`config.mk`:
```
export PLATFORM = sky130hd
export DESIGN_NAME = morse_press_decoder_unit
export DESIGN_NICKNAME = d
export VERILOG_FILES = /design/src/hw/rtl/mpd_pkg.sv /design/src/hw/rtl/mpd_apb_regs.sv /design/src/hw/rtl/mpd_decode_core.sv /design/src/hw/rtl/morse_press_decoder_unit.sv
export SDC_FILE = /design/constraint.sdc
export NUM_CORES = 1
export LEC_CHECK = 0
export BUFFER_PORTS_ARGS = -buffer_cell sky130_fd_sc_hd__buf_2
export CELL_PAD_IN_SITES_DETAIL_PLACEMENT = 1
export CELL_PAD_IN_SITES_GLOBAL_PLACEMENT = 1
export CORE_MARGIN = 5
export CORE_UTILIZATION = 35
export DETAILED_ROUTE_END_ITERATION = 10
export PLACE_DENSITY_LB_ADDON = 0.1
export SYNTH_ARGS = -nofsm -noshare
export SYNTH_HDL_FRONTEND = slang
export SYNTH_SLANG_ARGS = --single-unit
```
`constraint.sdc`:
```
create_clock -name clk -period 2.85 [get_ports clk]
set_input_delay 0.57 -clock clk [delete_from_list [all_inputs] [get_ports clk]]
set_output_delay 0.57 -clock clk [all_outputs]
set_load 0.01 [all_outputs]
```
`src/hw/rtl/mpd_pkg.sv`:
```
// ----------------------------------------------------------------------------
// Morse press decoder package
// Shared types, register codes and the letter code table used by the press
// decoder block.
// ----------------------------------------------------------------------------
package mpd_pkg;

  // Longest letter code that can still decode to a valid letter.
  localparam int MAX_CODE_LEN = 4;
  // The length counter must hold MAX_CODE_LEN plus one.
  localparam int LEN_W        = $clog2(MAX_CODE_LEN + 2);
  localparam int NUM_LETTERS  = 26;
  localparam int IDX_W        = 5;
  localparam int MS_W         = 16;
  localparam int ADDR_W       = 4;
  localparam int DATA_W       = 32;

  // Register reset values.
  localparam logic [MS_W-1:0] DOT_LIMIT_RST  = 16'd250;
  localparam logic [MS_W-1:0] DASH_LIMIT_RST = 16'd700;
  localparam logic [MS_W-1:0] LETTER_GAP_RST = 16'd400;

  // Register index, taken from the word address.
  typedef enum logic [1:0] {
    REG_DOT_LIMIT  = 2'd0,
    REG_DASH_LIMIT = 2'd1,
    REG_LETTER_GAP = 2'd2
  } reg_idx_t;

  // Press classification.
  typedef enum logic [1:0] {
    SYM_NONE = 2'd0,
    SYM_DOT  = 2'd1,
    SYM_DASH = 2'd2,
    SYM_ERR  = 2'd3
  } sym_t;

  // Configuration as seen by the decode logic.
  typedef struct packed {
    logic [MS_W-1:0] dot_limit_ms;
    logic [MS_W-1:0] dash_limit_ms;
    logic [MS_W-1:0] letter_gap_ms;
  } cfg_t;

  // One result word.
  typedef struct packed {
    sym_t             symbol;
    logic             letter_done;
    logic             letter_valid;
    logic [IDX_W-1:0] letter_index;
  } result_t;

  // Outcome of a table search.
  typedef struct packed {
    logic             hit;
    logic [IDX_W-1:0] idx;
  } lookup_t;

  // Code length of each letter, A to Z.
  localparam logic [LEN_W-1:0] LETTER_LEN [NUM_LETTERS] = '{
    LEN_W'(2), LEN_W'(4), LEN_W'(4), LEN_W'(3), LEN_W'(1), LEN_W'(4), LEN_W'(3),
    LEN_W'(4), LEN_W'(2), LEN_W'(4), LEN_W'(3), LEN_W'(4), LEN_W'(2), LEN_W'(2),
    LEN_W'(3), LEN_W'(4), LEN_W'(4), LEN_W'(3), LEN_W'(3), LEN_W'(1), LEN_W'(3),
    LEN_W'(4), LEN_W'(3), LEN_W'(4), LEN_W'(4), LEN_W'(4)
  };

  // Code pattern of each letter: first symbol in bit 0, a dash is a one.
  localparam logic [MAX_CODE_LEN-1:0] LETTER_PAT [NUM_LETTERS] = '{
    MAX_CODE_LEN'(2),  MAX_CODE_LEN'(1),  MAX_CODE_LEN'(5),  MAX_CODE_LEN'(1),
    MAX_CODE_LEN'(0),  MAX_CODE_LEN'(4),  MAX_CODE_LEN'(3),  MAX_CODE_LEN'(0),
    MAX_CODE_LEN'(0),  MAX_CODE_LEN'(14), MAX_CODE_LEN'(5),  MAX_CODE_LEN'(2),
    MAX_CODE_LEN'(3),  MAX_CODE_LEN'(1),  MAX_CODE_LEN'(7),  MAX_CODE_LEN'(6),
    MAX_CODE_LEN'(11), MAX_CODE_LEN'(2),  MAX_CODE_LEN'(0),  MAX_CODE_LEN'(1),
    MAX_CODE_LEN'(4),  MAX_CODE_LEN'(8),  MAX_CODE_LEN'(6),  MAX_CODE_LEN'(9),
    MAX_CODE_LEN'(13), MAX_CODE_LEN'(3)
  };

  // Finds the first letter whose length and pattern both match.
  function automatic lookup_t mpd_lookup(input logic [LEN_W-1:0]        len,
                                         input logic [MAX_CODE_LEN-1:0] bits);
    lookup_t res;
    res = '0;
    for (int i = NUM_LETTERS - 1; i >= 0; i--) begin
      if (LETTER_LEN[i] == len && LETTER_PAT[i] == bits) begin
        res.hit = 1'b1;
        res.idx = IDX_W'(i);
      end
    end
    return res;
  endfunction

endpackage

```
`src/hw/rtl/mpd_apb_regs.sv`:
```
// ----------------------------------------------------------------------------
// Morse press decoder configuration registers
// APB-style register file holding the dot, dash and letter gap limits.
// ----------------------------------------------------------------------------
module mpd_apb_regs
  import mpd_pkg::*;
(
  input  logic              clk,
  input  logic              rst,
  input  logic              psel,
  input  logic              penable,
  input  logic              pwrite,
  input  logic [ADDR_W-1:0] paddr,
  input  logic [DATA_W-1:0] pwdata,
  output logic [DATA_W-1:0] prdata,
  output logic              pready,
  output cfg_t              cfg
);

  logic     wr_en;
  reg_idx_t wr_idx;

  // The port never inserts wait states.
  assign pready = 1'b1;
  assign wr_en  = psel && penable && pwrite;
  assign wr_idx = reg_idx_t'(paddr[3:2]);

  // Register writes; an address beyond the list is ignored.
  always_ff @(posedge clk) begin
    if (rst) begin
      cfg.dot_limit_ms  <= DOT_LIMIT_RST;
      cfg.dash_limit_ms <= DASH_LIMIT_RST;
      cfg.letter_gap_ms <= LETTER_GAP_RST;
    end else if (wr_en) begin
      unique case (wr_idx)
        REG_DOT_LIMIT:  cfg.dot_limit_ms  <= pwdata[MS_W-1:0];
        REG_DASH_LIMIT: cfg.dash_limit_ms <= pwdata[MS_W-1:0];
        REG_LETTER_GAP: cfg.letter_gap_ms <= pwdata[MS_W-1:0];
        default: ;
      endcase
    end
  end

  // Read data mux.
  always_comb begin
    unique case (wr_idx)
      REG_DOT_LIMIT:  prdata = {{(DATA_W-MS_W){1'b0}}, cfg.dot_limit_ms};
      REG_DASH_LIMIT: prdata = {{(DATA_W-MS_W){1'b0}}, cfg.dash_limit_ms};
      REG_LETTER_GAP: prdata = {{(DATA_W-MS_W){1'b0}}, cfg.letter_gap_ms};
      default:        prdata = '0;
    endcase
  end

endmodule

```
`src/hw/rtl/mpd_decode_core.sv`:
```
// ----------------------------------------------------------------------------
// Morse press decoder core
// Classifies one press, appends it to the current letter and, when the gap
// ends the letter, looks the code up in the A to Z table.
// ----------------------------------------------------------------------------
module mpd_decode_core
  import mpd_pkg::*;
(
  input  logic            clk,
  input  logic            rst,
  input  logic            advance,
  input  logic [MS_W-1:0] press_ms,
  input  logic [MS_W-1:0] gap_ms,
  input  cfg_t            cfg,
  output result_t         res
);

  logic [MAX_CODE_LEN-1:0] code_bits,   code_bits_next;
  logic [LEN_W-1:0]        code_length, code_length_next;
  logic                    error_seen,  error_seen_next;

  sym_t                    sym;
  logic [MAX_CODE_LEN-1:0] bits_app;
  logic [LEN_W-1:0]        len_app;
  logic                    err_app;
  logic                    ends_letter;
  lookup_t                 hit;

  // Press classification against the two limits.
  always_comb begin
    if (press_ms == '0) begin
      sym = SYM_NONE;
    end else if (press_ms < cfg.dot_limit_ms) begin
      sym = SYM_DOT;
    end else if (press_ms <= cfg.dash_limit_ms) begin
      sym = SYM_DASH;
    end else begin
      sym = SYM_ERR;
    end
  end

  // Letter with the new symbol appended; the length saturates one past the
  // longest valid code and no further bits are stored.
  always_comb begin
    bits_app = code_bits;
    err_app  = error_seen || (sym == SYM_ERR);
    if (code_length < LEN_W'(MAX_CODE_LEN)) begin
      for (int b = 0; b < MAX_CODE_LEN; b++) begin
        if (code_length == LEN_W'(b) && sym == SYM_DASH) begin
          bits_app[b] = 1'b1;
        end
      end
      len_app = code_length + LEN_W'(1);
    end else begin
      len_app = LEN_W'(MAX_CODE_LEN + 1);
    end
  end

  assign hit         = mpd_lookup(len_app, bits_app);
  assign ends_letter = (sym != SYM_NONE) && (gap_ms >= cfg.letter_gap_ms);

  // Result word and next letter state.
  always_comb begin
    res.symbol       = sym;
    res.letter_done  = ends_letter;
    res.letter_valid = 1'b0;
    res.letter_index = '0;
    code_bits_next   = code_bits;
    code_length_next = code_length;
    error_seen_next  = error_seen;
    if (ends_letter) begin
      if (!err_app && len_app <= LEN_W'(MAX_CODE_LEN) && hit.hit) begin
        res.letter_valid = 1'b1;
        res.letter_index = hit.idx;
      end
      code_bits_next   = '0;
      code_length_next = '0;
      error_seen_next  = 1'b0;
    end else if (sym != SYM_NONE) begin
      code_bits_next   = bits_app;
      code_length_next = len_app;
      error_seen_next  = err_app;
    end
  end

  // Letter state moves only when a word leaves the input register.
  always_ff @(posedge clk) begin
    if (rst) begin
      code_bits   <= '0;
      code_length <= '0;
      error_seen  <= 1'b0;
    end else if (advance) begin
      code_bits   <= code_bits_next;
      code_length <= code_length_next;
      error_seen  <= error_seen_next;
    end
  end

  // A letter can only be valid on the word that ends it.
  a_valid_needs_done: assert property (@(posedge clk) disable iff (rst)
    advance && res.letter_valid |-> res.letter_done)
    else $error("letter_valid without letter_done");

  // Ending a letter clears it.
  a_done_clears: assert property (@(posedge clk) disable iff (rst)
    advance && res.letter_done |=> code_length == '0 && code_bits == '0 && !error_seen)
    else $error("letter state not cleared after letter end");

  // A word with no press leaves the letter alone.
  a_none_holds: assert property (@(posedge clk) disable iff (rst)
    advance && res.symbol == SYM_NONE |=>
      $stable(code_length) && $stable(code_bits) && $stable(error_seen))
    else $error("letter state changed without a press");

  // The length never passes its saturation value.
  a_len_bound: assert property (@(posedge clk) disable iff (rst)
    code_length <= LEN_W'(MAX_CODE_LEN + 1))
    else $error("code_length out of range");

endmodule

```
`src/hw/rtl/morse_press_decoder_unit.sv`:
```
// ----------------------------------------------------------------------------
// Morse press decoder unit
// Turns key press and gap durations into Morse symbols and letters A to Z.
// ----------------------------------------------------------------------------
// Usage: each input word carries one press duration and the released gap that
// follows it, in milliseconds, on press_ms and gap_ms with in_valid/in_stall.
// Each accepted word yields exactly one result word on out_valid/out_stall:
// the symbol class and, when the gap ends a letter, letter_done with the
// decoded letter or an invalid flag.
// A word accepted into the input register is decoded there and lands in the
// result register once that register is free, and is visible to the receiver
// from then on. Throughput is one word per cycle while the receiver does not
// stall, set by the single decode step between those two registers.
// While the receiver stalls, the result register holds its word and one more
// word may still be taken into the input register; after that in_stall rises.
// Reset clears both registers, the letter in progress and restores the
// limits to 250, 700 and 400 ms. The user writes the limits over the APB port
// while no word is in flight; the block itself does not enforce this.
// ----------------------------------------------------------------------------
module morse_press_decoder_unit
  import mpd_pkg::*;
(
  input  logic              clk,
  input  logic              rst,
  // Input channel.
  input  logic              in_valid,
  output logic              in_stall,
  input  logic [MS_W-1:0]   press_ms,
  input  logic [MS_W-1:0]   gap_ms,
  // Result channel.
  output logic              out_valid,
  input  logic              out_stall,
  output logic [1:0]        symbol,
  output logic              letter_done,
  output logic              letter_valid,
  output logic [IDX_W-1:0]  letter_index,
  // Configuration port.
  input  logic              psel,
  input  logic              penable,
  input  logic              pwrite,
  input  logic [ADDR_W-1:0] paddr,
  input  logic [DATA_W-1:0] pwdata,
  output logic [DATA_W-1:0] prdata,
  output logic              pready
);

  cfg_t            cfg;
  logic            s1_valid;
  logic [MS_W-1:0] s1_press;
  logic [MS_W-1:0] s1_gap;
  logic            advance;
  logic            accept;
  result_t         res;
  result_t         out_word;

  // Configuration registers.
  mpd_apb_regs u_regs (
    .clk     (clk),
    .rst     (rst),
    .psel    (psel),
    .penable (penable),
    .pwrite  (pwrite),
    .paddr   (paddr),
    .pwdata  (pwdata),
    .prdata  (prdata),
    .pready  (pready),
    .cfg     (cfg)
  );

  // Handshake: the input word moves on whenever the result register is free.
  assign advance  = s1_valid && (!out_valid || !out_stall);
  assign in_stall = s1_valid && !advance;
  assign accept   = in_valid && !in_stall;

  // Input register.
  always_ff @(posedge clk) begin
    if (rst) begin
      s1_valid <= 1'b0;
    end else if (accept) begin
      s1_valid <= 1'b1;
    end else if (advance) begin
      s1_valid <= 1'b0;
    end
  end

  always_ff @(posedge clk) begin
    if (accept) begin
      s1_press <= press_ms;
      s1_gap   <= gap_ms;
    end
  end

  // Decode logic and letter state.
  mpd_decode_core u_core (
    .clk      (clk),
    .rst      (rst),
    .advance  (advance),
    .press_ms (s1_press),
    .gap_ms   (s1_gap),
    .cfg      (cfg),
    .res      (res)
  );

  // Result register.
  always_ff @(posedge clk) begin
    if (rst) begin
      out_valid <= 1'b0;
    end else if (advance) begin
      out_valid <= 1'b1;
    end else if (!out_stall) begin
      out_valid <= 1'b0;
    end
  end

  always_ff @(posedge clk) begin
    if (advance) begin
      out_word <= res;
    end
  end

  assign symbol       = out_word.symbol;
  assign letter_done  = out_word.letter_done;
  assign letter_valid = out_word.letter_valid;
  assign letter_index = out_word.letter_index;

endmodule
```
# == Word level (Yosys, flattened, before mapping) ==
# Cells that the tools add are included.
# classes
magnitude_cmp,5
mux,47
add_sub_neg,1
eq_ne,24
reduce_logical,61
n_bitwise,2
# ops
operator,count
$mux W6,27
$pmux W16 S3,1
$logic_and A1 B1 Y1,38
$eq A4 B4 Y1 const A,5
$reduce_or A18 Y1,1
$eq A3 B4 Y1 const A,4
$ge A16 B16 Y1,1
$le A16 B16 Y1,1
$logic_not A16 Y1,1
$lt A16 B16 Y1,1
$mux W4,3
$mux W1,11
$reduce_or A10 Y1,1
$mux W3,3
$eq A2 B4 Y1 const A,2
$reduce_and A2 Y1,4
$eq A2 B2 Y1 const B,3
$eq A2 B3 Y1 const A,2
$eq A3 B2 Y1 const B,2
$reduce_bool A2 Y1,3
$reduce_or A6 Y1,1
$logic_not A1 Y1,5
$eq A1 B4 Y1 const A,1
$logic_not A4 Y1,1
15 further kinds,18
# word_totals
in_bits,75
word_cells,158
out_inout_bits,44
reg_bits,99

# == Logic depth before layout (Yosys ltp) ==
# Gate-level depths: netlist (run 1).
# logic_depth
word_depth,39
mapped_depth,14
ltp_nobuf,12

# == Modules after synthesis ==
# A second synthesis (run 1) with hierarchy kept.
# unflattened
hier_cells,613
hier_area_um2,5833.1
# modules_own_cells
module,cells_each,area_per_inst_um2,seq_area_each_um2,n_inst
mpd_apb_regs,260,2419.8,960.9,1
mpd_decode_core,302,2095.8,160.2,1
morse_press_decoder_unit,51,1317.5,1271.2,1

# == Worst setup path after synthesis (run 1) ==
# No wires, ideal clock.
# synth_path
path_type,reg2reg
startpoint,register s1_press[13]
endpoint,"register out_word (netlist bit letter_index[0]), data pin"
setup_ns,0.174
path_slack_ns,0.023
n_path_buf,0
stages_incl_launch_ff,10
t_arrival_ns,2.653
period_less_slack_ns,2.827
t_required_ns,2.676
path_cell_list,edfxtp_1 > ha_1 > nand4_2 > or4_4 > a21oi_4 > a31oi_4 > nor2_4 > a311oi_1 > or4_1 > a311oi_1
# synth_between
elab_chain_cells,39
word_cells_on_any_way,91
classes_between,order compare: 2; eq/ne: 14; mux: 34; bitwise: 2; reduce/logical: 39
# synth_rtl
item,line_no,rtl
from (decl),morse_press_decoder_unit.sv:49,logic [MS_W-1:0] s1_press;
from (signal assigned),morse_press_decoder_unit.sv:88,s1_press <= press_ms;
$le A16 B16 Y1,mpd_decode_core.sv:35,end else if (press_ms <= cfg.dash_limit_ms) begin
$mux W1,mpd_decode_core.sv:35,
$mux W2,mpd_decode_core.sv:33,end else if (press_ms < cfg.dot_limit_ms) begin
$mux W2 (*),mpd_decode_core.sv:31,if (press_ms == '0) begin
$eq A2 B2 Y1,mpd_decode_core.sv:49,if (code_length == LEN_W'(b) && sym == SYM_DASH) begin
$logic_and A1 B1 Y1,mpd_decode_core.sv:49,
$mux W1,mpd_decode_core.sv:49,
$mux W4,mpd_decode_core.sv:47,if (code_length < LEN_W'(MAX_CODE_LEN)) begin
$eq A2 B4 Y1,mpd_pkg.sv:84,if (LETTER_LEN[i] == len && LETTER_PAT[i] == bits) begin
$logic_and A1 B1 Y1,mpd_pkg.sv:84,
$mux W6 (26 in series),mpd_pkg.sv:84,
$logic_and A1 B1 Y1,mpd_decode_core.sv:72,if (!err_app && len_app <= LEN_W'(MAX_CODE_LEN) && hit.hit) begin
$not A1 Y1 (no line),-,
$reduce_or A3 Y1 (no line),-,
to (signal assigned),morse_press_decoder_unit.sv:117,out_word <= res;
to (decl),morse_press_decoder_unit.sv:54,result_t out_word;
# Mark *: on every way between the ends. The rest lies on a longest branch, timed or not.
# A chain may end at the register's enable or synchronous reset.

# == Final worst setup path (run 1) ==
# layout_path
startpoint,register s1_press[11]
endpoint,"register out_word (netlist bit letter_index[0]), data pin"
# The elaborated chain is that of the path after synthesis.

==> flow_summary.ini, run 1 <==
[power_and_ir_drop]
cell_internal_pwr_mw = 2.46
pwr-share-comb_pct = 15.3
irDropWorstVdd_uv = 282
power.share.clock_pct = 38.4
power_per_cell_area_nw_per_um2 = 459
power.switching_fraction_pct = 27.1
finalPower_mw = 3.37
sequentialPowerShare_pct = 46.3
net-switching-power_mw = 0.914
leakagePower_nw = 3.08

[cts]
clk_pin_slew_ps = 80
tritoncts = done
ctsLongestPathBuffers = 2
number_of_sinks_handled_by_clock_tree_synthesis = 99
cts-htree-levels = 3
hold_buffers = 0
clk_root_buffer_cell = clkbuf_16
clock_latency_ps = 370
cts_inserted_buffers = 9

[logic_synthesis]
yosys_warnings = 0
ys_async_sr_fraction_pct = 0
synth_ff_type = dfxtp_1
synthesis.area_um2 = 5540
ys_ff_latch = 99
synthesized_instance_count = 619
synth_edf_count = 41
syn-mean-instance-area_um2 = 8.95
post_synth_num_cell_types = 59
synth.yosys.seq_area_share_pct = 43.2

[grt]
grt_pass1_vias = 5357
grt_antenna_before_repair = 0
grt_pass1_wl_um = 27700
grt_usage_pct = 19.4
grt_max_degree = 36
globalRoute.totalOverflow = 0

[sta]
hold-worst-slack_ps = 373
fmax_mhz = 317
post-route-worst-setup-slack_ps = -302
timing_worst_slew_pin_value_ps = 1230
post-route-min-period_ps = 3150
setup_repair_after_global_routing_missed_its_margin = yes
report.final.slew_viol_count = 0
timing.final.hold_violations = 0
final.setup_skew_ps = 10.2
relative_slew_slack_pct = 17.9
totalNegativeSetupSlack_ps = -1350
setup_violations = 6
post_route_clock_period_utilization_pct = 111

[die]
floorplan.die_area_um2 = 18400
initial_core_util_pct = 35.2
dieWidth_um = 136
floorplan.io_pins = 119
floorplan.rows = 46
die_y_extent_um = 136
fp.coreArea_um2 = 15700

[route]
detailedRoute.firstIterationViolations = 207
ant_nets = 0
first_pass_iters = 4
route.detailed.wl_per_inst_um = 17.7
route.final.wire_length_um = 17800
route.detailed.drc = 0
vias = 5038
detail_route.vias_per_cell = 5.01

[setup_path]
cp.arrival_ps = 3340
cpMaxStageDelayCell = or4_4
worst_r2r_path_depth = 11
worstPathBufferInverterCount = 2
critical_path_class = reg -> reg
largest_fanout_on_the_critical_path = 4
regToRegStartpoint = s1_press[11]$_DFFE_PP_
cp_data_required_time_ps = 3030
timing.rr.end = letter_index[0]$_SDFFCE_PP0P_
crit_top_cell = buf_4
crit_path_end_kind = flop
worst_setup_path_start_kind = flop
worst-r2r-setup-slack_ps = -300
timing.critical_path.max_delay_family = simple AND/OR/NAND/NOR gates
timing.critical_path.cells = ha_4 -> nand4_1 -> buf_4 -> or4_4 -> nand2_1 -> buf_4 -> a41oi_4 -> nor3_1 -> a311oi_1 -> or4_1 -> a311oi_2
max_stage_delay_ps = 520

[worst_hold_path]
min_delay_path_depth = 1
worst_hold_check_path_type = in -> reg
holdCritStartpoint = gap_ms[2]
hold_ep = s1_gap[2]$_DFFE_PP_

[run_status]
failed_checks = setup timing
status = finished with violations

[placed_design]
postPlaceCellArea_um2 = 6710
globalplace.congestion = 0.833
dp_cell_count = 976
hpwlAfterDp_um = 13600
io_buffer_count = 83

[layout]
antenna_fix_cells = 0
nNetsFinal = 911
layout.filler_cells = 1845
post_route_cells_drive_above_1_share_pct = 29.6
layout.cells.most_common_list = nand2_1, buf_4, buf_2
flow.area_growth_from_synthesis_pct = 32.6
post_layout_nonfiller_instances = 1006
finish.instance_area_um2 = 7340
layout_commonest_cell = nand2_1

[flow_run]
cap_viol_max_count = 0
metal layers:
metal	wire length, µm	track usage [%]
met4	201	4.65
met2	8730	33.9
met3	687	3.71
met5	0	0
met1	8200	24.8
stage by stage:
| step | setup WS, ps | util, % |
|---|---|---|
| global route | -374 | 46.7 |
| global placement | -368 | 42.7 |
| CTS | -266 | 45.9 |
| floorplan | 22.9 | - |
| detailed placement | -439 | 42.7 |
| finish | -302 | 46.7 |
how the worst max path moves through the flow:
stage | startpoint | to | cells after the start
after floorplan | s1_press[13]$_DFFE_PP_ | letter_index[0]$_SDFFCE_PP0P_ | 9
after global placement | s1_press[11]$_DFFE_PP_ | letter_index[0]$_SDFFCE_PP0P_ | 12
after detailed placement | s1_press[11]$_DFFE_PP_ | letter_index[3]$_SDFFCE_PP0P_ | 13
after CTS | s1_press[9]$_DFFE_PP_ | letter_index[0]$_SDFFCE_PP0P_ | 11
after global routing | u_regs.cfg[21]$_SDFFE_PP1P_ | letter_index[0]$_SDFFCE_PP0P_ | 12
final | s1_press[11]$_DFFE_PP_ | letter_index[0]$_SDFFCE_PP0P_ | 11
registers in the layout (all words and copies together), names as in the netlist:
register / count
u_regs.cfg: 48
s1_gap: 16
s1_press: 16
letter_index: 5
u_core.code_bits: 4
u_core.code_length: 3
symbol: 2
letter_done: 1
letter_valid: 1
out_valid: 1
s1_valid: 1
u_core.error_seen: 1
logic make-up (layout without fill, tap and decap cells):
family          Yosys count  after routing  share of synthesized area, %
simple gates            197            197                          16.2
compound gates          153            153                          17.8
buf+inv                 100            256                          8.11
flops                    99             99                          43.2
fa+ha+maj                51             51                          11.5
mux                      17             17                          3.07
other cells               2             17                         0.136
layout make-up:
cell class,count,area (µm²),share of cell area (%)
timing repair buffer,183,1170,16.0
multi-input combinational,435,2990,40.7
clock buffer,9,225,3.07
clock inverter,7,81.3,1.11
tap,216,270,3.68
sequential,99,2390,32.6
inverter,57,214,2.91
cells in the mapped netlist, drive strengths merged (6+ instances only):
master	n	area, µm²
buf	21	153
clkbuf	22	82.6
nor2	26	105
nor3	8	40.0
dfxtp	58	1160
nor2b	6	37.5
edfxtp	41	1230
nand2	110	413
o211ai	17	128
ha	51	638
inv	57	214
nor4	7	43.8
mux2i	17	170
nand4	12	81.3
o21ai	34	170
a21oi	61	317
nand3	9	45.0
repair_timing:
item,in CTS,in global routing
pin swaps,9,4
gates resized for setup,20,16
setup endpoints to repair,7,6
buffers inserted,12,2
power by group through the flow:
stage | registers, mW | logic, mW | clock network (mW)
4_1_cts | 1.56 | 0.491 | 1.34
5_1_grt | 1.57 | 0.567 | 1.40
2_1_floorplan | 1.59 | 0.265 | 0
3_3_place_gp | 1.59 | 0.441 | 0
6_report | 1.56 | 0.514 | 1.30
3_5_place_dp | 1.59 | 0.458 | 0
Note: power is estimated with default switching activity, not from simulation.
==> run 2, diff against run 1 <==
--- a/config.mk
+++ b/config.mk
@@ -8,10 +8,10 @@
 export BUFFER_PORTS_ARGS = -buffer_cell sky130_fd_sc_hd__buf_2
 export CELL_PAD_IN_SITES_DETAIL_PLACEMENT = 1
 export CELL_PAD_IN_SITES_GLOBAL_PLACEMENT = 1
-export CORE_MARGIN = 5
 export CORE_UTILIZATION = 35
 export DETAILED_ROUTE_END_ITERATION = 10
 export PLACE_DENSITY_LB_ADDON = 0.1
+export SKIP_CTS_REPAIR_TIMING = 1
 export SYNTH_ARGS = -nofsm -noshare
 export SYNTH_HDL_FRONTEND = slang
 export SYNTH_SLANG_ARGS = --single-unit
==> run 2 against run 1 <==
  * The run still ends with setup timing left
  * Global-route usage is 2.3 points higher
  * Combinational power is 4.3% lower
  * Count of clock-buffer cells in the layout is 1 higher
  * Die area is 11% lower
  * Critical path type unchanged
  * Via count is 0.12% lower
  * Largest power group unchanged
  * Largest cell class unchanged
==> flow_summary.ini, run 2 (synthesis results as in run 1) <==
[die]
floorplan.die_area_um2 = 16300
floorplan.io_pins = 119
initial_core_util_pct = 36.2
dieWidth_um = 128
fp.coreArea_um2 = 15300
floorplan.rows = 45
die_y_extent_um = 128

[placed_design]
dp_cell_count = 968
globalplace.congestion = 0.884
hpwlAfterDp_um = 12700
io_buffer_count = 83
pre_cts_ws_ps = -401

[setup_path]
crit_path_end = letter_index[0]$_SDFFCE_PP0P_
regToRegStartpoint = s1_press[11]$_DFFE_PP_
timing.rr.end = letter_index[0]$_SDFFCE_PP0P_
worst_setup_path_start_kind = flop
largest_fanout_on_the_critical_path = 3
cp_data_required_time_ps = 3040
crit_path_end_kind = flop
worstSetupStartpoint = s1_press[11]$_DFFE_PP_
critical_path_class = reg -> reg
cp.arrival_ps = 3440
worst-r2r-setup-slack_ps = -400
worst_r2r_path_depth = 12

[grt]
grt_use_met1_pct = 30.4
grt_usage_pct = 21.7
grt_pass1_vias = 5221
grt.met3_usage_pct = 4.51
grt-busiest-layer = met2
globalRouteMet2Util_pct = 34.7
globalRoute.totalOverflow = 0
grt_antenna_before_repair = 0
grt_max_degree = 36
grt_pass1_wl_um = 27200

[route]
ant_nets = 0
vias = 5032
detail_route.vias_per_cell = 5.07
route.detailed.wl_per_inst_um = 17.2
first_pass_iters = 4
detailedRoute.firstIterationViolations = 213
route.detailed.drc = 0
route.final.wire_length_um = 17000

[layout]
register_containing_the_most_flip_flops_in_the_final_layout = u_regs.cfg
post_layout_nonfiller_instances = 993
largest_register_ffs = 48
layout.filler_cells = 1824
antenna_fix_cells = 0
flow.area_growth_from_synthesis_pct = 29.9
post_route_cells_drive_above_1_share_pct = 28.1
layout.cells.most_common_list = nand2_1, buf_4, buf_2
nNetsFinal = 903
top_regs = u_regs.cfg x48, s1_gap x16, s1_press x16
finish.utilization_pct = 47.0
layout_commonest_cell = nand2_1

[sta]
timing_worst_slew_pin_value_ps = 1260
setup_violations = 6
relative_slew_slack_pct = 16.0
timing.final.hold_violations = 0
hold-worst-slack_ps = 381
post-route-min-period_ps = 3250
post-route-worst-setup-slack_ps = -404
report.final.slew_viol_count = 0
fmax_mhz = 307
setup_repair_after_global_routing_missed_its_margin = yes
final.setup_skew_ps = 15.6
post_route_clock_period_utilization_pct = 114

[cts]
ctsLongestPathBuffers = 2
clk_pin_slew_ps = 80
clk_root_buffer_cell = clkbuf_16
cts_inserted_buffers = 9
tritoncts = done
number_of_sinks_handled_by_clock_tree_synthesis = 99
clock_latency_ps = 360
cts-htree-levels = 3

[run_status]
failed_checks = setup timing
status = finished with violations

[worst_hold_path]
worst_hold_check_path_type = in -> reg

[flow_run]
cap_viol_max_count = 0

[power_and_ir_drop]
irDropWorstVdd_uv = 302
power_per_cell_area_nw_per_um2 = 460
leakagePower_nw = 3.02
==> run 2: cell count changes in the layout (fill, tap and decap cells not counted), moves of 2 or more <==
| cell | before | now |
|---|---|---|
| buf_4 | 98 | 88 |
| ha_1 | 44 | 49 |
| ha_4 | 7 | 2 |
| buf_6 | 2 | 4 |
| nand2_1 | 110 | 108 |
| nor3_2 | 1 | 3 |
| o31ai_1 | 2 | 0 |
| o31ai_2 | 1 | 3 |
==> run 2: worst min path at each step <==
stage	startpoint	to	slack [ps]	depth (start not counted)
after floorplan	u_core.error_seen$_SDFFE_PP0P_	u_core.error_seen$_SDFFE_PP0P_	430	2
after global placement	u_core.error_seen$_SDFFE_PP0P_	u_core.error_seen$_SDFFE_PP0P_	450	2
after detailed placement	u_core.error_seen$_SDFFE_PP0P_	u_core.error_seen$_SDFFE_PP0P_	460	2
after CTS	gap_ms[4]	s1_gap[4]$_DFFE_PP_	360	1
after global routing	gap_ms[2]	s1_gap[2]$_DFFE_PP_	360	1
final	gap_ms[0]	s1_gap[0]$_DFFE_PP_	380	1
==> run 2: per-stage QoR <==
step,TNS (ps),instance area [µm²],total power [mW]
after floorplan,0,5590,1.85
after global placement,-1680,6680,2.02
after detailed placement,-2030,6680,2.04
after CTS,-2300,6980,3.32
after global routing,-2660,7190,3.47
final,-2000,7190,3.31
==> run 2: layout make-up <==
cell class / instances / area [µm²] / share of cell area [%]
clock inverter: 6 / 52.6 / 0.730
multi-input combinational: 435 / 2900 / 40.3
clock buffer: 10 / 250 / 3.48
sequential: 99 / 2390 / 33.3
inverter: 57 / 214 / 2.97
tap: 211 / 264 / 3.67
timing repair buffer: 175 / 1120 / 15.6
==> run 2: per-layer routing <==
metal | wire length (µm) | vias up
li1 | - | 2472
met1 | 8620 | 2449
met2 | 7710 | 101
met3 | 551 | 10
met4 | 148 | 0
met5 | 0 | -
==> run 2: worst max-delay path, stage by stage (launching register included) <==
cell      delay, ps
edfxtp_1        430
buf_6           150
ha_4            260
nand4_1         110
buf_4           160
or4_4           550
buf_4           170
a21oi_4         180
a31oi_4         120
nor2_4          110
a311oi_1         80
or4_1           560
a311oi_2        210
==> run 2: power breakdown <==
group	internal, mW	switching, mW	total (mW)
logic	0.215	0.278	0.492
registers	1.53	0.0310	1.56
clock network	0.662	0.596	1.26
==> run 3, diff against run 2 <==
--- a/config.mk
+++ b/config.mk
@@ -14,4 +14,5 @@
 export SKIP_CTS_REPAIR_TIMING = 1
 export SYNTH_ARGS = -nofsm -noshare
 export SYNTH_HDL_FRONTEND = slang
+export SYNTH_HIERARCHICAL = 1
 export SYNTH_SLANG_ARGS = --single-unit
==> run 3 against run 2 <==
  * Fmax shrank 3.2%
  * The flow still finishes with violations (setup timing)
  * Combinational power is 1% higher
  * Utilization fell by 0.21 points
  * Largest power group unchanged
  * Critical path type unchanged
  * Area after synthesis increased by 5.3%
  * Design area up 4.4%
  * Power up 4.1%
  * Largest cell class unchanged
  * Via count shrank 4.5%
==> flow_summary.ini, run 3 <==
[run_status]
status = finished with violations
failed_checks = setup timing

[logic_synthesis]
yosys.cell_count.top_type = mux2i_1
ys_async_sr_fraction_pct = 0
synth_edf_count = 41
synth.largest_area_cell = edfxtp_1
synth_ff_type = dfxtp_1
synthesis.area_um2 = 5830
post_synth_num_cell_types = 53
synth.yosys.seq_area_share_pct = 41.0
yosys_warnings = 6
synthesized_instance_count = 613
synthTopCellsByCount = mux2i_1, dfxtp_1, inv_1
ys_ff_latch = 99
synth_area_leaders = edfxtp_1, dfxtp_1, mux2i_1
proportion_of_netlist_area_held_by_the_largest_area_contributor_pct = 21.1
syn-mean-instance-area_um2 = 9.52

[setup_path]
cp.arrival_ps = 3560
largest_fanout_on_the_critical_path = 6
crit_path_end_kind = flop
crit_top_cell = buf_6
worst_setup_path_start_kind = flop
timing.critical_path.cells = ha_4 -> nand4_4 -> or2_4 -> or4_4 -> a2111oi_4 -> buf_6 -> a21oi_4 -> buf_6 -> or4b_4 -> a21oi_2 -> o21ai_1 -> a21oi_1
max_stage_delay_ps = 480
cp_data_required_time_ps = 3050
critical_path_class = reg -> reg
worstSetupStartpoint = s1_press[15]$_DFFE_PP_
cpMaxStageDelayCell = or4b_4
regToRegStartpoint = s1_press[15]$_DFFE_PP_

[layout]
layout_commonest_cell = buf_2
nNetsFinal = 884
post_route_cells_drive_above_1_share_pct = 28.8
post_layout_nonfiller_instances = 979
flow.area_growth_from_synthesis_pct = 28.7
layout.cells.most_common_list = buf_2, buf_4, mux2i_1
largest_register_ffs = 48
register_containing_the_most_flip_flops_in_the_final_layout = u_regs/cfg
antenna_fix_cells = 0
top_regs = u_regs/cfg x48, s1_gap x16, s1_press x16

[placed_design]
pre_cts_ws_ps = -636
io_buffer_count = 83
dp_cell_count = 955
hpwlAfterDp_um = 12600
globalplace.congestion = 0.877

[route]
ant_nets = 0
detailedRoute.firstIterationViolations = 146
detail_route.vias_per_cell = 4.91
vias = 4804
route.detailed.drc = 0
route.detailed.wl_per_inst_um = 17.0
route.final.wire_length_um = 16700
first_pass_iters = 4

[power_and_ir_drop]
irDropWorstVdd_uv = 315
finalPower_mw = 3.45
leakagePower_nw = 3.34
power_per_cell_area_nw_per_um2 = 459

[sta]
setup_repair_after_global_routing_missed_its_margin = yes
post-route-min-period_ps = 3360
timing_worst_slew_pin_value_ps = 654
relative_slew_slack_pct = 56.4
report.final.slew_viol_count = 0
fmax_mhz = 298
final.setup_skew_ps = 7.94
post_route_clock_period_utilization_pct = 118
setup_violations = 7
totalNegativeSetupSlack_ps = -2380
post-route-worst-setup-slack_ps = -511
timing.final.hold_violations = 0

[grt]
grt_usage_pct = 20.2
grt_max_degree = 47
grt_antenna_before_repair = 0
grt_pass1_vias = 4939
globalRoute.totalOverflow = 0
grt_pass1_wl_um = 25800

[cts]
cts_inserted_buffers = 9
number_of_sinks_handled_by_clock_tree_synthesis = 99
cts-htree-levels = 3
ctsLongestPathBuffers = 2
tritoncts = done
clock_latency_ps = 360
clk_root_buffer_cell = clkbuf_16
clk_pin_slew_ps = 70

[flow_run]
cap_viol_max_count = 0

[die]
dieWidth_um = 131
initial_core_util_pct = 36.3
fp.coreArea_um2 = 16100
floorplan.die_area_um2 = 17200
floorplan.rows = 46
die_y_extent_um = 131
floorplan.io_pins = 119

[worst_hold_path]
worst_hold_check_path_type = in -> reg
holdCritStartpoint = gap_ms[9]
[run 3: changes by cell type after synthesis, sizes merged, moves of 5 or more]
cell    delta
clkbuf     -6
nand2     -77
o211ai    -15
buf        +8
a21oi     -35
nor3       +5
mux2i     +48
a21o       +8
nor2      +26
nand2b    +47
[run 3: kinds of logic (layout without fill, tap and decap cells)]
kind of cell / Yosys count / count (layout) / share of synthesized area (%)
mux: 66 / 66 / 11.3
buf+inv: 98 / 232 / 7.79
fa+ha+maj: 51 / 51 / 10.9
other cells: 2 / 17 / 0.129
compound gates: 105 / 106 / 11.3
xor+xnor: 1 / 1 / 0.150
flops: 99 / 99 / 41.0
simple gates: 191 / 191 / 17.3
[run 3: layer usage]
| metal | vias to the layer above | share of wire, % | wire [µm] | track usage (%) |
|---|---|---|---|---|
| li1 | 2403 | - | - | - |
| met1 | 2285 | 52 | 8620 | 28.6 |
| met2 | 98 | 43 | 7190 | 30.7 |
| met3 | 18 | 3.5 | 581 | 3.61 |
| met4 | 0 | 1.6 | 266 | 7.03 |
| met5 | - | 0 | 0 | 0 |
[run 3: cell type report]
cell class	count	area, µm²
sequential	99	2390
clock buffer	12	258
timing repair buffer	163	1050
clock inverter	4	77.6
multi-input combinational	432	3270
tap	216	270
inverter	53	199
fill	1824	8550
[run 3: report_power, final]
group | switching [mW] | internal (mW) | total [mW] | leakage (nW)
combinational | 0.276 | 0.222 | 0.498 | 2.31
clock | 0.559 | 0.830 | 1.39 | 0.163
sequential | 0.0294 | 1.53 | 1.56 | 0.866
total | 0.864 | 2.58 | 3.45 | 3.34
[run 3: worst paths after layout]
| check | end | slack, ps | depth (start not counted) |
|---|---|---|---|
| hold / removal | s1_gap[9]$_DFFE_PP_ | 380 | 1 |
| setup / recovery | letter_index[0]$_DFFE_PP_ | -510 | 12 |
| setup reg to reg | letter_index[0]$_DFFE_PP_ | -510 | 12 |
| hold reg to reg | u_regs/cfg[15]$_SDFFE_PP0P_ | 490 | 2 |
[run 3: worst max-delay path: cells and delay by family (launching register included)]
family,cells,cell delay [ps]
AO/OA/AOI/OAI,5,820
adder cells (fa/ha/maj),1,320
buffers and inverters,2,330
flip-flops,1,470
AND/OR/NAND/NOR,4,1260
[run 3: per-stage QoR]
step	utilization (%)	hold WS, ps	area (µm²)
3_5_place_dp	43.1	482	6930
2_1_floorplan	-	437	5940
3_3_place_gp	43.1	466	6930
5_1_grt	46.8	362	7510
4_1_cts	45.2	366	7260
6_report	46.8	382	7510
